$ cat src/design/uws_pkg.sv
// Shared types and codes for the unique word sorter.
`default_nettype none
package uws_pkg;
   typedef enum logic [1:0] {
      ACT_TEXT  = 2'd0,
      ACT_EOL   = 2'd1,
      ACT_FETCH = 2'd2,
      ACT_NONE  = 2'd3
   } action_type;

   typedef struct packed {
      action_type action;
      logic [7:0] char_code;
   } item_type;

   localparam logic [7:0] CHAR_A     = 8'd97;
   localparam logic [7:0] CHAR_Z     = 8'd122;
   localparam logic [7:0] CHAR_SPACE = 8'd32;
   localparam logic [7:0] CHAR_NL    = 8'd10;

   typedef enum logic [3:0] {
      ST_IDLE,
      ST_SCAN_RD,
      ST_SCAN_LEN,
      ST_SCAN_CMP,
      ST_COPY,
      ST_SHIFT_RD,
      ST_SHIFT_WR,
      ST_FETCH_RD,
      ST_FETCH_LEN,
      ST_FETCH_LET,
      ST_OUT
   } state_type;
endpackage
`default_nettype wire

$ cat src/design/uws_front.sv
// Front end: accepts items into a short queue.
`default_nettype none
module uws_front
   import uws_pkg::*;
#(
   parameter int DEPTH = 4
) (
   input  wire logic       clock,
   input  wire logic       reset,
   input  wire logic       req_valid,
   output logic            req_stall,
   input  wire logic [1:0] req_action,
   input  wire logic [7:0] req_char_code,
   output logic            q_valid,
   output item_type        q_item,
   input  wire logic       q_take
);
   localparam int AW = $clog2(DEPTH);
   item_type        buf_ff [DEPTH];
   logic [AW-1:0]   wp_ff, wp_in, rp_ff, rp_in;
   logic [AW:0]     cnt_ff, cnt_in;
   logic            push, pop;

   assign req_stall = (cnt_ff == AW'(0) + (AW+1)'(DEPTH));
   assign push      = req_valid && !req_stall;
   assign q_valid   = (cnt_ff != '0);
   assign pop       = q_valid && q_take;
   assign q_item    = buf_ff[rp_ff];

   always_comb begin
      wp_in  = push ? wp_ff + AW'(1) : wp_ff;
      rp_in  = pop ? rp_ff + AW'(1) : rp_ff;
      cnt_in = cnt_ff + (AW+1)'(push) - (AW+1)'(pop);
   end

   always_ff @(posedge clock) begin
      if (reset) begin
         wp_ff  <= '0;
         rp_ff  <= '0;
         cnt_ff <= '0;
      end else begin
         wp_ff  <= wp_in;
         rp_ff  <= rp_in;
         cnt_ff <= cnt_in;
      end
      if (push) begin
         buf_ff[wp_ff] <= item_type'({req_action, req_char_code});
      end
   end
endmodule
`default_nettype wire

$ cat config.mk
export PLATFORM = sky130hd
export DESIGN_NAME = uws_front
export DESIGN_NICKNAME = d
export VERILOG_FILES = /design/src/design/uws_pkg.sv /design/src/design/uws_front.sv
export SDC_FILE = /design/constraint.sdc
export NUM_CORES = 1
export LEC_CHECK = 0
export BUFFER_PORTS_ARGS = -buffer_cell sky130_fd_sc_hd__buf_2
export CORE_MARGIN = 1
export CORE_UTILIZATION = 35
export CTS_BUF_LIST = sky130_fd_sc_hd__clkbuf_2 sky130_fd_sc_hd__clkbuf_4 sky130_fd_sc_hd__clkbuf_8
export DETAILED_ROUTE_END_ITERATION = 16
export MAX_ROUTING_LAYER = met4
export RECOVER_POWER = 100
export SLEW_MARGIN = 20
export SYNTH_ARGS = -nofsm -noshare
export SYNTH_HDL_FRONTEND = slang
export SYNTH_SLANG_ARGS = --single-unit
$ cat constraint.sdc
create_clock -name clock -period 2.45 [get_ports clock]
set_clock_uncertainty 0.15 [all_clocks]
set_input_delay 0.1225 -clock clock [delete_from_list [all_inputs] [get_ports clock]]
set_output_delay 0.1225 -clock clock [all_outputs]
set_load 0.03 [all_outputs]
==> flow_metrics.py, run 1 <==
metrics = {
    "cells_and_area": {
        "fin_util_pct": 43.99,
        "final_area_um2": 2290,
        "layout.cells.non_filler": 213,
        "fillers": 499,
        "drive_gt1_share_pct": 18.88,
        "area_delta_synth_final_pct": 19.30,
        "num_antenna_cells": 0,
        "num-nets-final": 164,
    },
    "worst_setup_path": {
        "crit_slowest_cell": "o31a_2",
        "end_kind": "flip-flop",
        "worstSetupStartpointType": "flip-flop",
        "worstPathArrival_ps": 2380,
        "rr_worst_depth": 9,
        "r2r_start": "cnt_ff[1]$_SDFF_PP0_",
        "cpPeakStageDelay_ps": 380,
        "crit_chain": "o31a_2 -> ha_1 -> inv_1 -> ha_1 -> inv_1 -> fa_1 -> xor2_1 -> and2_0 -> nor3_1",
        "worstPathMaxFanout": 7,
        "crit_type": "reg2reg",
        "reg2reg_slack_ps": 140,
        "r2r-end": "cnt_ff[2]$_SDFF_PP0_",
        "worstPathRequired_ps": 2520,
    },
    "die": {
        "io_pins": 26,
        "rows": 26,
        "start_util_pct": 36.88,
        "core_area_um2": 5205,
        "chipHeight_um": 76.05,
        "die-area_um2": 5784,
        "die_w_um": 76.05,
    },
    "timing": {
        "setup_ws_ps": 138.7,
        "fin_crit_sh_pct": 94.34,
        "slew_headroom_pct": 46.02,
        "rsz0062_at_grt": "false",
        "worst_slew_pin_slew_ps": 809.2,
        "hold_violations": 0,
        "min_period_ps": 2311,
        "max_freq_ghz": 0.4327,
        "setup_viol": 0,
        "finalSetupTns_ps": 0,
        "slew_viol_final": 0,
    },
    "clocking": {
        "cts.clk_slew.worst_paths_ps": 80,
        "clock_latency_ps": 290,
        "postCtsSetupRepairBufs": 0,
        "cts-root-buf": "clkbuf_8",
        "cts_num_sinks": 49,
        "cts_max_path_buffers": 2,
        "numCtsBuffers": 5,
        "htree_levels": 2,
        "cts_tree": "yes",
    },
    "detailed_routing": {
        "wl_per_cell_um": 14.39,
        "routed_wl_um": 3066,
        "vias": 981,
        "viasPerCell": 4.606,
        "drc": 0,
        "drt_pre_antenna_iters": 3,
        "ant_nets": 0,
        "drtIter0Drc": 51,
    },
    "global_routing": {
        "grt_pass1_wl_um": 4933,
        "grt_max_degree": 15,
        "grt-ovfl-total": 0,
        "grt_pass1_vias": 1025,
        "grtUsageTotal_pct": 11.91,
        "antenna_found_initial": 0,
    },
    "placed_design": {
        "place_congestion": 0.6927,
        "place_ws_ps": 79.53,
        "detailed_place_hpwl_um": 2055,
        "dp.cells": 195,
        "io_buffers": 25,
        "place_area_um2": 2130,
    },
    "synth": {
        "syn_area_per_cell_um2": 19.00,
        "synth-adder-area-share_pct": 4.954,
        "yosys.area_share.simple_pct": 5.541,
        "yosysWarnings": 0,
        "ys_top_cells_by_area": "edfxtp_1 63%, mux4_2 12%, dfxtp_1 9.4%",
        "seq_area_frac_synth_pct": 71.97,
        "ys.flop_type": "edfxtp_1",
        "synth_common_cells": "40 x edfxtp_1, 10 x mux4_2, 9 x dfxtp_1",
        "synth-seq-cells": 49,
        "synthArstFlopShare_pct": 0,
        "synth_top_area_share_pct": 62.58,
        "synth_xor_area_share_pct": 1.369,
        "synth-compound-area-share_pct": 1.499,
        "synth_cell_types": 25,
        "synth_top_area_cell": "edfxtp_1",
        "muxShareOfSynthArea_pct": 12.26,
        "syn_inst": 101,
        "synth_top_family_by_area": "multiplexers",
        "synth_nets": 122,
        "synth_most_common_cell": "edfxtp_1",
        "synth_edf_count": 40,
        "synth_area_um2": 1919,
    },
    "worst_hold_path": {
        "hold_depth": 4,
        "hp-class": "in2reg",
        "hold_end": "wp_ff[0]$_SDFFE_PP0P_",
        "min_from": "req_valid",
    },
    "power": {
        "swShare_pct": 34.04,
        "internal-power_uw": 1517,
        "power_density_nw_per_um2": 1004,
        "peakVddDrop_mv": 0.6226,
        "switchingPower_uw": 782.8,
        "seqPwrFrac_pct": 48.5,
        "pwr-share-clk_pct": 18.8,
        "pwr-share-comb_pct": 32.7,
        "power.leakage_uw": 0.0007596,
    },
    "outcome": {
        "status": "finished clean",
    },
    "job": {
        "maxCapViolCount": 0,
    },
}
## worst max-delay path by stage
| stage | startpoint | to | slack [ps] | depth (start not counted) |
|---|---|---|---|---|
| CTS | cnt_ff[1]$_SDFF_PP0_ | cnt_ff[2]$_SDFF_PP0_ | 60 | 9 |
| global placement | cnt_ff[1]$_SDFF_PP0_ | cnt_ff[2]$_SDFF_PP0_ | 230 | 9 |
| floorplan | cnt_ff[1]$_SDFF_PP0_ | cnt_ff[2]$_SDFF_PP0_ | 50 | 11 |
| global route | cnt_ff[1]$_SDFF_PP0_ | cnt_ff[2]$_SDFF_PP0_ | 30 | 9 |
| finish | cnt_ff[1]$_SDFF_PP0_ | cnt_ff[2]$_SDFF_PP0_ | 140 | 9 |
| detailed placement | cnt_ff[1]$_SDFF_PP0_ | cnt_ff[2]$_SDFF_PP0_ | 80 | 9 |
## stage by stage
stage	hold WS, ps	power, uW
finish	64.42	2300
global route	114.1	2438
CTS	52.96	2366
detailed placement	194.0	1923
global placement	184.1	1885
floorplan	71.37	1710
## flip-flops by register name (all words and copies together) (netlist names), named ones only
signal	count
buf_ff	40
cnt_ff	3
rp_ff	2
wp_ff	2
## worst max-delay path: cells and delay by family (launching register included)
kind,cells,cell delay [ps]
AO/OA/AOI/OAI,1,380
XOR/XNOR,1,160
buffers and inverters,2,110
AND/OR/NAND/NOR,2,270
adder cells (fa/ha/maj),3,790
flip-flops,1,370
## cells in the final DEF (no fill, tap or decap), types with 2 or more instances in the layout
| master | Yosys | routed |
|---|---|---|
| and2_0 | 0 | 5 |
| buf_2 | 0 | 4 |
| clkbuf_1 | 0 | 22 |
| clkbuf_8 | 0 | 5 |
| dfxtp_1 | 9 | 7 |
| dfxtp_2 | 0 | 2 |
| dlygate4sd3_1 | 0 | 11 |
| edfxtp_1 | 40 | 40 |
| ha_1 | 6 | 6 |
| inv_1 | 6 | 6 |
| mux4_2 | 10 | 10 |
| nand2b_1 | 2 | 2 |
| nor2_1 | 5 | 5 |
| xor2_1 | 2 | 2 |
## logic make-up after synthesis
family | count (synthesis)
XOR/XNOR | 3
buffers and inverters | 9
adder cells (fa/ha/maj) | 7
AO/OA/AOI/OAI | 4
AND/OR/NAND/NOR | 18
flip-flops | 49
multiplexers | 11
## what timing repair did
item / 4_1_cts / 5_1_grt
setup endpoints to repair: 0 / 1
hold buffers: 11 / 0
hold endpoints to repair: 48 / 0
gates resized for setup: 0 / 2
## routing by layer
metal  wire length [um]  GRT usage (%)  up-vias
met5                  0              -        -
met4                 30          5.769        0
met3                143          3.593        6
met2               1525          19.09       23
met1               1367          13.68      489
li1                   -              -      463
## area by class of cell
type | count | area [um^2] | share of cell area [%]
tap | 70 | 87.58 | 3.825
inverter | 6 | 22.52 | 0.9836
clock buffer | 5 | 68.82 | 3.005
timing repair buffer | 38 | 217.7 | 9.508
clock inverter | 2 | 11.26 | 0.4918
multi-input combinational | 43 | 498.0 | 21.75
sequential | 49 | 1384 | 60.44
## power groups by stage
stage	logic [uW]	clock network (uW)	registers, uW
final	753	432	1110
after global routing	824	482	1130
after CTS	806	447	1110
after detailed placement	792	0	1130
after global placement	766	0	1120
after floorplan	612	0	1100
No activity file was read; power rests on OpenSTA's default activity.
==> run 2: changes to the inputs <==
--- a/config.mk
+++ b/config.mk
@@ -7,11 +7,13 @@
 export LEC_CHECK = 0
 export BUFFER_PORTS_ARGS = -buffer_cell sky130_fd_sc_hd__buf_2
 export CORE_MARGIN = 1
-export CORE_UTILIZATION = 35
+export CORE_UTILIZATION = 58
 export CTS_BUF_LIST = sky130_fd_sc_hd__clkbuf_2 sky130_fd_sc_hd__clkbuf_4 sky130_fd_sc_hd__clkbuf_8
 export DETAILED_ROUTE_END_ITERATION = 16
 export MAX_ROUTING_LAYER = met4
+export PLACE_DENSITY = 0.8
 export RECOVER_POWER = 100
+export SETUP_SLACK_MARGIN = 0.5
 export SLEW_MARGIN = 20
 export SYNTH_ARGS = -nofsm -noshare
 export SYNTH_HDL_FRONTEND = slang
==> run 2 against run 1 <==
Design area rose by 3.5%. Register-to-register slack improved by 95 ps. Routed wire length rose by 5.6%. Sequential power barely moved. Worst hold slack got worse by 23 ps. Maximum frequency rose by 4.3%. Critical path depth rose by 2. Via count rose by 8.9%. Highest routed layer unchanged.
==> flow_metrics.py, run 2 (same netlist as run 1, synthesis figures left out) <==
metrics = {
    "job": {
        "maxCapViolCount": 0,
    },
    "worst_setup_path": {
        "worstPathMaxFanout": 4,
        "crit_chain": "nor3b_4 -> nor2_4 -> inv_2 -> ha_1 -> inv_1 -> ha_4 -> inv_2 -> fa_2 -> xor2_1 -> and2_1 -> nor3_2",
        "cp_num_buf_inv": 3,
        "worstSetupStartpointType": "flip-flop",
        "worstPathRequired_ps": 2600,
        "cpPeakStageDelay_ps": 420,
        "crit_slowest_cell": "dfxtp_1",
        "worstPathArrival_ps": 2360,
        "end_kind": "flip-flop",
        "crit_type": "reg2reg",
        "cp_common_cell": "inv_2",
        "critPathTopFamily": "adder cells",
    },
    "timing": {
        "fin_crit_sh_pct": 90.46,
        "hold_ws_ps": 41.02,
        "rsz0062_at_grt": "true",
        "worst_slew_pin_slew_ps": 792.7,
        "setup_viol": 0,
        "slew_headroom_pct": 47.13,
        "slew_viol_final": 0,
        "finalSetupTns_ps": 0,
        "max_freq_ghz": 0.4512,
        "min_period_ps": 2216,
        "hold_violations": 0,
    },
    "die": {
        "rows": 20,
        "core_area_um2": 3103,
        "io_pins": 26,
        "die-area_um2": 3543,
        "die_w_um": 59.53,
        "chipHeight_um": 59.53,
        "start_util_pct": 61.85,
    },
    "placed_design": {
        "dp.cells": 169,
        "place_congestion": 0.7823,
        "detailed_place_hpwl_um": 2008,
        "io_buffers": 25,
    },
    "cells_and_area": {
        "drive_gt1_share_pct": 27.63,
        "num_antenna_cells": 0,
        "layout.cells.most_common": "edfxtp_1",
        "reg_top3": "buf_ff x40, cnt_ff x3",
        "layout_common_cells": "40 x edfxtp_1, 22 x clkbuf_1, 11 x dlygate4sd3_1, 10 x mux4_2, 8 x dfxtp_1",
        "layout.cells.non_filler": 196,
        "regMostFlops": "buf_ff",
        "area_delta_synth_final_pct": 23.47,
        "num-nets-final": 172,
        "largest_reg_flops": 40,
    },
    "clocking": {
        "cts.clk_slew.worst_paths_ps": 130,
        "cts_tree": "yes",
        "numCtsBuffers": 5,
        "htree_levels": 2,
        "cts_max_path_buffers": 2,
        "clock_latency_ps": 360,
        "cts_num_sinks": 49,
        "cts-root-buf": "clkbuf_4",
    },
    "global_routing": {
        "grt_pass1_wl_um": 5002,
        "grt-ovfl-total": 0,
        "grtUsageTotal_pct": 22.15,
        "antenna_found_initial": 0,
        "grt_pass1_vias": 1086,
        "grt_max_degree": 15,
    },
    "detailed_routing": {
        "wl_per_cell_um": 16.53,
        "vias": 1068,
        "routed_wl_um": 3239,
        "drc": 0,
        "drtIter0Drc": 23,
        "ant_nets": 0,
        "viasPerCell": 5.449,
        "drt_pre_antenna_iters": 5,
    },
    "outcome": {
        "status": "finished clean",
    },
    "power": {
        "power_density_nw_per_um2": 1072,
        "power.leakage_uw": 0.0008185,
        "peakVddDrop_mv": 0.6912,
    },
    "worst_hold_path": {
        "hp-class": "in2reg",
    },
}
[run 2: cell types whose count changed in the layout (fill, tap and decap cells not counted), sizes merged]
cell	change
clkbuf	+2
bufinv	+1
clkinvlp	-1
buf	+8
clkinv	-1
[run 2: worst min-delay path, delay by kind of cell]
family,cells,cell delay [ps]
buf+inv,2,150
compound gates,2,250
[run 2: timing repair]
action                                  in CTS  in global routing
resized for setup                           13                  5
buffers inserted                             7                  1
endpoints found under the hold margin       48                  0
pin swaps                                    3                  1
endpoints found under the setup margin       2                  4
hold buffers                                11                  0
[run 2: where the power goes]
group	internal (uW)	switching (uW)	total, uW
sequential	1030	79.5	1110
combinational	409	527	937
clock	255	239	494
[run 2: routing by layer]
metal	vias up	global-route usage, %	wire [um]
li1	480	-	-
met1	545	23.55	1283
met2	36	38.36	1752
met3	7	6.987	148
met4	0	8.638	55
met5	-	-	0
[run 2: final timing paths]
kind,startpoint,endpoint,slack [ps],depth (start not counted)
worst min register to register,wp_ff[1]$_SDFFE_PP0P_,wp_ff[1]$_SDFFE_PP0P_,410,2
worst max-delay path,cnt_ff[2]$_SDFF_PP0_,cnt_ff[2]$_SDFF_PP0_,230,11
worst min-delay path,req_valid,wp_ff[0]$_SDFFE_PP0P_,40,4
worst max register to register,cnt_ff[2]$_SDFF_PP0_,cnt_ff[2]$_SDFF_PP0_,230,11
[run 2: metrics by stage]
stage / cell area [um^2] / util (%) / setup WS [ps] / total power (uW)
after floorplan: 1932 / - / 123.5 / 1720
after global placement: 2103 / 67.78 / 250.8 / 1896
after detailed placement: 2103 / 67.78 / 150.7 / 1925
after CTS: 2407 / 77.58 / 320.5 / 2569
after global routing: 2370 / 76.37 / 136.1 / 2669
final: 2370 / 76.37 / 233.8 / 2541
[run 2: area by class of cell]
type,count,area (um^2)
Sequential cell,49,1385
Clock inverter,1,30.03
Timing Repair Buffer,46,281.5
Inverter,6,22.52
Clock buffer,7,58.81
Fill cell,200,733.2
Multi-Input combinational cell,43,536.8
Tap cell,44,55.05
